--- src/hw/rtl/cppi_pkg.sv ---
`default_nettype none

package cppi_pkg;

  localparam int unsigned DATA_W    = 64;
  localparam int unsigned BITS_W    = 6;
  localparam int unsigned COUNT_W   = 8;
  localparam int unsigned LEN_W     = 9;
  localparam int unsigned GAP_W     = 10;
  localparam int unsigned MAX_COUNT = 255;
  localparam int unsigned MAX_GAP   = 1000;
  localparam int unsigned NSLOT     = 3;
  localparam int unsigned QDEPTH    = 4;
  localparam int unsigned QPTR_W    = $clog2(QDEPTH);
  localparam int unsigned IDX_W     = 2;

  typedef enum logic [1:0] {
    KIND_WORD  = 2'd0,
    KIND_ENTRY = 2'd1,
    KIND_ERROR = 2'd2
  } kind_t;

  typedef enum logic [2:0] {
    ERR_NONE  = 3'd0,
    ERR_WIDE  = 3'd1,
    ERR_DESC  = 3'd2,
    ERR_GAP   = 3'd3,
    ERR_COUNT = 3'd4
  } err_t;

  typedef enum logic [IDX_W-1:0] {
    REG_START_BITS = 2'd0,
    REG_END_BITS   = 2'd1,
    REG_MIN_START  = 2'd2,
    REG_DROP_WIDE  = 2'd3
  } reg_t;

  typedef struct packed {
    logic [BITS_W-1:0] start_bits;
    logic [BITS_W-1:0] end_bits;
    logic [DATA_W-1:0] min_start;
    logic              drop_wide;
  } cfg_t;

  typedef struct packed {
    kind_t              kind;
    logic [DATA_W-1:0]  packed_word;
    logic [DATA_W-1:0]  run_prefix;
    logic [COUNT_W-1:0] chain_count;
    logic [GAP_W-1:0]   zero_gap;
    err_t               error_code;
  } result_t;

  // Up to three results caused by one input word, in emit order.
  typedef struct packed {
    logic    [NSLOT-1:0] vld;
    result_t [NSLOT-1:0] res;
  } record_t;

endpackage

`default_nettype wire

--- src/hw/rtl/cppi_front.sv ---
`default_nettype none

module cppi_front (
  input  wire logic                        clk,
  input  wire logic                        rst,
  input  wire cppi_pkg::cfg_t              cfg,
  input  wire logic                        in_valid,
  output logic                             in_ready,
  input  wire logic [cppi_pkg::DATA_W-1:0] start_point,
  input  wire logic [cppi_pkg::DATA_W-1:0] end_point,
  input  wire logic                        final_chain,
  input  wire logic                        q_full,
  output logic                             q_push,
  output cppi_pkg::record_t                q_data
);

  // Stage A: per-word packing, no run state involved.
  logic                        a_vld;
  logic                        a_wide;
  logic                        a_fin;
  logic [cppi_pkg::DATA_W-1:0] a_packed;
  logic [cppi_pkg::DATA_W-1:0] a_prefix;

  logic                        a_fire;
  logic                        wide_in;
  logic [cppi_pkg::DATA_W-1:0] end_mask;
  logic [cppi_pkg::DATA_W-1:0] start_mask;
  logic [cppi_pkg::DATA_W-1:0] offset;

  assign a_fire   = a_vld && !q_full;
  assign in_ready = !a_vld || !q_full;

  assign end_mask   = ~({cppi_pkg::DATA_W{1'b1}} << cfg.end_bits);
  assign start_mask = ~({cppi_pkg::DATA_W{1'b1}} << cfg.start_bits);
  assign offset     = start_point - cfg.min_start;
  assign wide_in    = (cfg.start_bits == '0) || ((start_point >> cfg.start_bits) != '0);

  always_ff @(posedge clk) begin
    if (rst) begin
      a_vld <= 1'b0;
    end else if (in_ready) begin
      a_vld <= in_valid;
    end
    if (in_valid && in_ready) begin
      a_wide   <= wide_in;
      a_fin    <= final_chain;
      a_packed <= (end_point & end_mask) | ((offset & start_mask) << cfg.end_bits);
      a_prefix <= end_point >> cfg.end_bits;
    end
  end

  // Stage B: run tracking. gap_over/gap_val describe current prefix minus
  // last written entry prefix, less one, so a close needs no subtraction of its own.
  logic [cppi_pkg::DATA_W-1:0] cur, cur_next;
  logic [cppi_pkg::LEN_W-1:0]  len, len_next;
  logic                        run_open, run_open_next;
  logic                        ew, ew_next;
  logic                        gap_over, gap_over_next;
  logic [cppi_pkg::GAP_W-1:0]  gap_val, gap_val_next;
  logic                        halted, halted_next;

  logic [cppi_pkg::DATA_W-1:0] diff;
  logic                        diff_over;
  logic [cppi_pkg::GAP_W-1:0]  diff_gap;

  assign diff      = a_prefix - cur;
  assign diff_over = diff > cppi_pkg::DATA_W'(cppi_pkg::MAX_GAP);
  assign diff_gap  = (diff > cppi_pkg::DATA_W'(1)) ?
                     cppi_pkg::GAP_W'(diff - cppi_pkg::DATA_W'(1)) : '0;

  function automatic cppi_pkg::result_t make_error(input cppi_pkg::err_t code);
    cppi_pkg::result_t r;
    r            = '0;
    r.kind       = cppi_pkg::KIND_ERROR;
    r.error_code = code;
    return r;
  endfunction

  function automatic cppi_pkg::result_t close_run(
    input logic                        written,
    input logic                        over,
    input logic [cppi_pkg::GAP_W-1:0]  gap,
    input logic [cppi_pkg::LEN_W-1:0]  count,
    input logic [cppi_pkg::DATA_W-1:0] prefix
  );
    cppi_pkg::result_t r;
    r = '0;
    if (written && over) begin
      r = make_error(cppi_pkg::ERR_GAP);
    end else if (count > cppi_pkg::LEN_W'(cppi_pkg::MAX_COUNT)) begin
      r = make_error(cppi_pkg::ERR_COUNT);
    end else begin
      r.kind        = cppi_pkg::KIND_ENTRY;
      r.run_prefix  = prefix;
      r.chain_count = count[cppi_pkg::COUNT_W-1:0];
      r.zero_gap    = written ? gap : '0;
    end
    return r;
  endfunction

  always_comb begin
    q_data        = '0;
    cur_next      = cur;
    len_next      = len;
    run_open_next = run_open;
    ew_next       = ew;
    gap_over_next = gap_over;
    gap_val_next  = gap_val;
    halted_next   = halted;
    if (!halted) begin
      if (a_wide && !cfg.drop_wide) begin
        q_data.vld[0] = 1'b1;
        q_data.res[0] = make_error(cppi_pkg::ERR_WIDE);
        halted_next   = 1'b1;
      end else begin
        if (!a_wide) begin
          q_data.vld[0]              = 1'b1;
          q_data.res[0].kind         = cppi_pkg::KIND_WORD;
          q_data.res[0].packed_word  = a_packed;
          if (!run_open) begin
            cur_next      = a_prefix;
            len_next      = cppi_pkg::LEN_W'(1);
            run_open_next = 1'b1;
          end else if (a_prefix == cur) begin
            // saturate one past the limit so the count error still fires
            if (len <= cppi_pkg::LEN_W'(cppi_pkg::MAX_COUNT)) begin
              len_next = len + cppi_pkg::LEN_W'(1);
            end
          end else if (a_prefix < cur) begin
            q_data.vld[1] = 1'b1;
            q_data.res[1] = make_error(cppi_pkg::ERR_DESC);
            halted_next   = 1'b1;
          end else begin
            q_data.vld[1] = 1'b1;
            q_data.res[1] = close_run(ew, gap_over, gap_val, len, cur);
            if (q_data.res[1].kind == cppi_pkg::KIND_ERROR) begin
              halted_next = 1'b1;
            end else begin
              ew_next = 1'b1;
            end
            cur_next      = a_prefix;
            len_next      = cppi_pkg::LEN_W'(1);
            gap_over_next = diff_over;
            gap_val_next  = diff_gap;
          end
        end
        // flush the open run and start a fresh table
        if (a_fin && !halted_next) begin
          if (run_open_next) begin
            q_data.vld[2] = 1'b1;
            q_data.res[2] = close_run(ew_next, gap_over_next, gap_val_next,
                                      len_next, cur_next);
            if (q_data.res[2].kind == cppi_pkg::KIND_ERROR) begin
              halted_next = 1'b1;
            end
          end
          run_open_next = 1'b0;
          len_next      = '0;
          cur_next      = '0;
          ew_next       = 1'b0;
        end
      end
    end
  end

  assign q_push = a_fire && (q_data.vld != '0);

  always_ff @(posedge clk) begin
    if (rst) begin
      cur      <= '0;
      len      <= '0;
      run_open <= 1'b0;
      ew       <= 1'b0;
      gap_over <= 1'b0;
      gap_val  <= '0;
      halted   <= 1'b0;
    end else if (a_fire) begin
      cur      <= cur_next;
      len      <= len_next;
      run_open <= run_open_next;
      ew       <= ew_next;
      gap_over <= gap_over_next;
      gap_val  <= gap_val_next;
      halted   <= halted_next;
    end
  end

endmodule

`default_nettype wire

--- src/hw/rtl/cppi_queue.sv ---
`default_nettype none

module cppi_queue (
  input  wire logic              clk,
  input  wire logic              rst,
  input  wire logic              push,
  input  wire cppi_pkg::record_t wdata,
  output logic                   full,
  input  wire logic              pop,
  output cppi_pkg::record_t      rdata,
  output logic                   empty
);

  cppi_pkg::record_t           mem [cppi_pkg::QDEPTH];
  logic [cppi_pkg::QPTR_W-1:0] wr_ptr;
  logic [cppi_pkg::QPTR_W-1:0] rd_ptr;
  logic [cppi_pkg::QPTR_W:0]   cnt;

  assign full  = cnt == (cppi_pkg::QPTR_W + 1)'(cppi_pkg::QDEPTH);
  assign empty = cnt == '0;
  assign rdata = mem[rd_ptr];

  always_ff @(posedge clk) begin
    if (rst) begin
      wr_ptr <= '0;
      rd_ptr <= '0;
      cnt    <= '0;
    end else begin
      if (push) begin
        wr_ptr <= wr_ptr + cppi_pkg::QPTR_W'(1);
      end
      if (pop) begin
        rd_ptr <= rd_ptr + cppi_pkg::QPTR_W'(1);
      end
      if (push && !pop) begin
        cnt <= cnt + (cppi_pkg::QPTR_W + 1)'(1);
      end else if (pop && !push) begin
        cnt <= cnt - (cppi_pkg::QPTR_W + 1)'(1);
      end
    end
    if (push) begin
      mem[wr_ptr] <= wdata;
    end
  end

endmodule

`default_nettype wire

--- src/hw/rtl/cppi_back.sv ---
`default_nettype none

module cppi_back (
  input  wire logic              clk,
  input  wire logic              rst,
  input  wire logic              q_empty,
  input  wire cppi_pkg::record_t q_rdata,
  output logic                   q_pop,
  output logic                   out_valid,
  input  wire logic              out_ready,
  output cppi_pkg::result_t      res,
  output logic                   last_of_run
);

  logic [cppi_pkg::NSLOT-1:0]    hold_vld;
  cppi_pkg::result_t [cppi_pkg::NSLOT-1:0] hold_res;
  logic [1:0]                    sel;
  logic [cppi_pkg::NSLOT-1:0]    rest;
  logic                          accept;
  logic                          load;

  // lowest pending slot goes out first
  always_comb begin
    if (hold_vld[0]) begin
      sel = 2'd0;
    end else if (hold_vld[1]) begin
      sel = 2'd1;
    end else begin
      sel = 2'd2;
    end
  end

  assign rest        = hold_vld & ~(cppi_pkg::NSLOT'(1) << sel);
  assign out_valid   = hold_vld != '0;
  assign res         = hold_res[sel];
  assign last_of_run = rest == '0;
  assign accept      = out_valid && out_ready;
  assign load        = !out_valid || (accept && last_of_run);
  assign q_pop       = load && !q_empty;

  always_ff @(posedge clk) begin
    if (rst) begin
      hold_vld <= '0;
    end else if (load) begin
      hold_vld <= q_empty ? '0 : q_rdata.vld;
    end else if (accept) begin
      hold_vld <= rest;
    end
    if (q_pop) begin
      hold_res <= q_rdata.res;
    end
  end

endmodule

`default_nettype wire

--- src/hw/rtl/chain_pack_prefix_indexer_unit.sv ---
// Channel | Direction | Handshake          | Word
// --------+-----------+--------------------+-----------------------------------------
// in      | input     | in_valid/in_ready  | start_point, end_point, final_chain
// out     | output    | out_valid/out_ready| kind, packed_word, run_prefix,
//         |           |                    | chain_count, zero_gap, error_code, last_of_run
// cfg     | input     | cfg_we             | cfg_index, cfg_data
//
// Accepts one input word per cycle while the queue has room; each result takes
// one output cycle, so an input causing two or three results holds the out
// channel for all of them. The first result word passes the pack register, the
// queue write by the run-tracking logic and the output hold register before it
// is valid; the run-state update sets the rate. Synchronous active-high reset
// clears run state, the halt flag and the queue, and loads register defaults.
// A stalled out side fills the four-record queue, after which in_ready drops;
// the input side never blocks results already queued.
`default_nettype none

module chain_pack_prefix_indexer_unit (
  input  wire logic                          clk,
  input  wire logic                          rst,
  input  wire logic                          cfg_we,
  input  wire logic [cppi_pkg::IDX_W-1:0]    cfg_index,
  input  wire logic [cppi_pkg::DATA_W-1:0]   cfg_data,
  input  wire logic                          in_valid,
  output logic                               in_ready,
  input  wire logic [cppi_pkg::DATA_W-1:0]   start_point,
  input  wire logic [cppi_pkg::DATA_W-1:0]   end_point,
  input  wire logic                          final_chain,
  output logic                               out_valid,
  input  wire logic                          out_ready,
  output logic [1:0]                         kind,
  output logic [cppi_pkg::DATA_W-1:0]        packed_word,
  output logic [cppi_pkg::DATA_W-1:0]        run_prefix,
  output logic [cppi_pkg::COUNT_W-1:0]       chain_count,
  output logic [cppi_pkg::GAP_W-1:0]         zero_gap,
  output logic [2:0]                         error_code,
  output logic                               last_of_run
);

  cppi_pkg::cfg_t    cfg;
  cppi_pkg::record_t q_wdata;
  cppi_pkg::record_t q_rdata;
  cppi_pkg::result_t res;
  logic              q_push;
  logic              q_pop;
  logic              q_full;
  logic              q_empty;

  // Register file: write-only, taken whenever cfg_we is high.
  always_ff @(posedge clk) begin
    if (rst) begin
      cfg.start_bits <= cppi_pkg::BITS_W'(40);
      cfg.end_bits   <= cppi_pkg::BITS_W'(16);
      cfg.min_start  <= '0;
      cfg.drop_wide  <= 1'b0;
    end else if (cfg_we) begin
      case (cppi_pkg::reg_t'(cfg_index))
        cppi_pkg::REG_START_BITS: cfg.start_bits <= cfg_data[cppi_pkg::BITS_W-1:0];
        cppi_pkg::REG_END_BITS:   cfg.end_bits   <= cfg_data[cppi_pkg::BITS_W-1:0];
        cppi_pkg::REG_MIN_START:  cfg.min_start  <= cfg_data;
        cppi_pkg::REG_DROP_WIDE:  cfg.drop_wide  <= cfg_data[0];
        default: ;
      endcase
    end
  end

  // Front: pack, classify against the open run, queue the results.
  cppi_front u_front (
    .clk         (clk),
    .rst         (rst),
    .cfg         (cfg),
    .in_valid    (in_valid),
    .in_ready    (in_ready),
    .start_point (start_point),
    .end_point   (end_point),
    .final_chain (final_chain),
    .q_full      (q_full),
    .q_push      (q_push),
    .q_data      (q_wdata)
  );

  // Decouple the two sides so either may stall alone.
  cppi_queue u_queue (
    .clk   (clk),
    .rst   (rst),
    .push  (q_push),
    .wdata (q_wdata),
    .full  (q_full),
    .pop   (q_pop),
    .rdata (q_rdata),
    .empty (q_empty)
  );

  // Back: drain each record one result word at a time.
  cppi_back u_back (
    .clk         (clk),
    .rst         (rst),
    .q_empty     (q_empty),
    .q_rdata     (q_rdata),
    .q_pop       (q_pop),
    .out_valid   (out_valid),
    .out_ready   (out_ready),
    .res         (res),
    .last_of_run (last_of_run)
  );

  assign kind        = res.kind;
  assign packed_word = res.packed_word;
  assign run_prefix  = res.run_prefix;
  assign chain_count = res.chain_count;
  assign zero_gap    = res.zero_gap;
  assign error_code  = res.error_code;

endmodule

`default_nettype wire

--- config.mk ---
export PLATFORM = sky130hd
export DESIGN_NAME = chain_pack_prefix_indexer_unit
export DESIGN_NICKNAME = d
export VERILOG_FILES = /design/src/hw/rtl/cppi_pkg.sv /design/src/hw/rtl/cppi_front.sv /design/src/hw/rtl/cppi_queue.sv /design/src/hw/rtl/cppi_back.sv /design/src/hw/rtl/chain_pack_prefix_indexer_unit.sv
export SDC_FILE = /design/constraint.sdc
export NUM_CORES = 2
export LEC_CHECK = 0
export ABC_AREA = 1
export BUFFER_PORTS_ARGS = -buffer_cell sky130_fd_sc_hd__buf_4
export CAP_MARGIN = 20
export CORE_MARGIN = 3
export CORE_UTILIZATION = 44
export DETAILED_ROUTE_END_ITERATION = 6
export SLEW_MARGIN = 40
export SYNTH_ARGS = -nofsm -noshare
export SYNTH_HDL_FRONTEND = slang
export SYNTH_SLANG_ARGS = --single-unit
--- constraint.sdc ---
create_clock -name clk -period 24.8 [get_ports clk]
set_input_delay 2.48 -clock clk [delete_from_list [all_inputs] [get_ports clk]]
set_output_delay 2.48 -clock clk [all_outputs]
set_load 0.01 [all_outputs]
==> metrics.md <==
| Metric | Value |
|---|---|
| Outcome | finished with violations |
| Failing checks | DRC |
| CTS Hold Bufs | 0 |
| RD Place Congestion | 0.946 |
| Yosys top cell area share | 49.8% |
| CTS buffer count | 157 |
| Synth warn | 0 |
| Clock slew at reported path FFs | 60 ps |
| Worst hold path class | flop to flop |
| Most common cell after layout, fill and taps aside | nand2_1 |
| Htree depth | 4 |
| Die Area | 188000 sq um |
| Final ANT Viol Nets | 0 |
| Area Growth Syn to Fin | 12.2% |
| Depth of the worst hold-timing path | 2 |
| Average wire per standard cell | 23.4 um |
| Worst vdd ir | 0.108 mV |
| Ys async rst share | 0% |
| Critical Path AT | 7280 ps |
| WHS Endpoint | cfg[63] |
| Clock sink count | 1508 |
| First-pass GRT wire length | 408000 um |
| Die H | 433 um |
| Syn Area/Cell | 8.65 sq um |
| Hold path startpoint | cfg[63] |
| DR DRC count | 2 |
| DR vias/cell | 5.58 |
| Dpl ws | 17760 ps |
| Most frequent cells in the layout | nand2_1 (2229), edfxtp_1 (1332), nor2_1 (991) |
| DRT iter0 DRCs | 6292 |
| Worst Tran Pin Value | 997 ps |
| Post-route minimum period | 6840 ps |
| Power density over cell area | 91.2 nW/um^2 |
| Post-Synthesis Cells | 9277 |
| Final WS setup | 17960 ps |
| Worst R2R Setup Slack | 17960 ps |
| CP top delay family | simple AND/OR/NAND/NOR gates |
| Post-DP HPWL | 200000 um |
| Final #Nets | 9747 |
| Total of max-cap violations | 0 |
| Skew final | 46.3 ps |
| Fillers | 17.3k |
| Setup crit end kind | flop |
| Rel. slew slack | 33.5% |
| Core box area | 181000 sq um |
| Setup Crit Path Kind | flop to flop |
| Fmax | 146 MHz |
| First drt pass iteration count | 7 |
| Vias in the first global route | 63.2k |
| R2r startpoint | u_front.a_prefix[0] |
| CP max-delay cell | buf_4 |
| Max stage delay on crit path | 710 ps |
| Post-synth top area cell | edfxtp_1 |
| Global-route usage over all layers | 29.2% |
| DR vias | 66.4k |
| Leakage | 36.2 nW |
| Postcts setup bufs | 0 |
| Final WL | 279000 um |
| Root Buffer | clkbuf_16 |
| Post-synthesis cell type count | 72 |
| CTS tree | yes |
| FP Rows | 156 |
| Top_reg_cell synth | edfxtp_1 |
| Bufs on Longest Clock Path | 3 |
| Kind of start point of the critical path | flop |
| Pin count of the biggest net entering global routing | 124 |
| RSZ-0062 raised after global routing | no |
| Post-CTS sizing | 0 |
| Crit share post-route | 27.6% |
| Effective utilization at floorplan | 44.3% |
| Final Hold Viols | 0 |
| Crit Path Max Fanout | 46 |
| Reg2Reg Depth | 25 |
| Post-synth EDFFs | 1332 |
| Crit path top cell by count | nand2_1 |
| Finished Layout Cells | 11.9k |
| CP bufs+invs | 5 |
| Instance count on the critical path | 25 |
| Layout cell share with drive strength beyond 1 | 9.53% |
| Die width | 433 um |
| Synthesized Nets | 9617 |
| Worst-skew pair later-pin latency | 820 ps |
| Crit path required time | 25240 ps |
| Setup Viol. Count Final | 0 |
| Reg area | 43600 sq um |
| Top Ports | 354 |
| Worst R2R End | u_queue.mem[1][189] |
| PortBufs | 352 |
| Sequential share of the synthesized area | 54.2% |
| Cell total after placement | 11.6k |
| Initial antenna violation count | 9 |
| Mapped Area | 80300 sq um |
| Multi-input logic area | 31400 sq um |
| Final Max Slew Viols | 0 |
| Final setup TNS | 0 ps |
| Aggregate global routing overflow | 0 |
| Number of synthesized register bits | 1508 |
| Top post-synthesis cells by area | edfxtp_1 (50%), nand2_1 (10%), o21ai_0 (5.9%), nor2_1 (4.7%), dfxtp_1 (4.4%) |
metrics by stage:
stage | total power [mW] | utilization, % | instance area [sq um] | hold WS [ps]
after floorplan | 5.01 | - | 80300 | 427
after global placement | 5.95 | 46.8 | 84800 | 442
after detailed placement | 5.99 | 46.9 | 85000 | 451
after CTS | 8.28 | 49.6 | 89900 | 460
after global routing | 8.63 | 49.7 | 90000 | 475
final | 8.21 | 49.7 | 90000 | 457
cells by family (layout without fill, tap and decap cells):
logic type | Yosys count | count (layout) | share of synthesized area (%)
flip-flops | 1508 | 1508 | 54.2
XOR/XNOR | 27 | 27 | 0.295
AO/OA/AOI/OAI | 1845 | 1845 | 13.1
buffers and inverters | 1403 | 1655 | 6.78
adder cells (fa/ha/maj) | 140 | 140 | 2.21
other | 0 | 7 | 0
AND/OR/NAND/NOR | 4319 | 4319 | 22.9
multiplexers | 35 | 35 | 0.436
area by class of cell:
type	instances	area share, %
diodes	7	0.0195
repair buffers	447	4.00
flip-flops and latches	1508	48.4
clock buffers	199	4.68
clock inverters	82	0.832
well taps	2370	3.29
inverters	927	3.91
multi-input cells	6366	34.9
worst reg2reg max path, cell delays in order, from the launching register on:
cell and delay (ps):
edfxtp_1 510, inv_1 80, ha_1 220, fa_1 400, inv_1 130, nand3_1 80, nand2_1 140, nand2_1 70
nand2_1 120, nand2_1 60, nand2_1 160, nand2_1 100, nand3_1 140, nand3_2 140, nand2_4 210, nand2_4 100
nor2_4 190, nor2_2 70, nor2_2 130, nand3b_4 160, nand2_1 170, nand2_1 270, nor2_4 600, buf_4 690
buf_4 740, buf_4 780
power by group:
part	switching (mW)	internal, mW
clock	1.01	1.27
sequential	0.139	3.24
combinational	1.74	0.806
worst max path at each step:
stage | from | endpoint | slack [ps]
floorplan | out_ready | u_queue.cnt[1] | 10420
global placement | u_front.a_prefix[0] | u_queue.mem[0][216] | 17650
detailed placement | u_front.a_prefix[0] | u_queue.mem[1][192] | 17760
CTS | u_front.a_prefix[0] | u_queue.mem[1][189] | 17780
global route | u_front.a_prefix[0] | u_queue.mem[1][340] | 17390
finish | u_front.a_prefix[0] | u_queue.mem[1][189] | 17960
state kept, by name, summed over array words and instances, names as in the netlist, 3 cells and up, named ones only:
signal and cells:
cfg 76, u_queue.cnt 3, u_back.hold_vld 3, u_front.a_prefix 64, u_front.cur 64, u_front.len 9
u_back.hold_res 238, u_front.a_packed 64, u_queue.mem 964, u_front.gap_val 10
metal layers:
metal	GRT usage (%)	routed length [um]
met4	12.4	12700
met5	0	0
met2	50.1	137000
met3	3.42	15200
met1	37.2	114000
synth_stat cells (8+ instances only):
library cell and number:
nor3_1 130, o221ai_1 21, edfxtp_1 1332, o22ai_1 330
nor2_1 1002, o21ai_0 949, ha_1 137, dfxtp_1 176
xor2_1 20, a21oi_1 294, nand3_1 649, nor2_4 65
nand4_1 62, mux2i_1 35, buf_2 33, o211ai_1 26
nand2_1 2231, o21bai_1 16, nand3b_1 27, inv_2 15
inv_1 902, clkinv_1 8, buf_1 65, o21ai_2 54
or2_2 17, a22o_1 84, and2_1 81, clkbuf_1 367
a22oi_1 18, nor2_2 22
(Power assumes the default switching activity.)
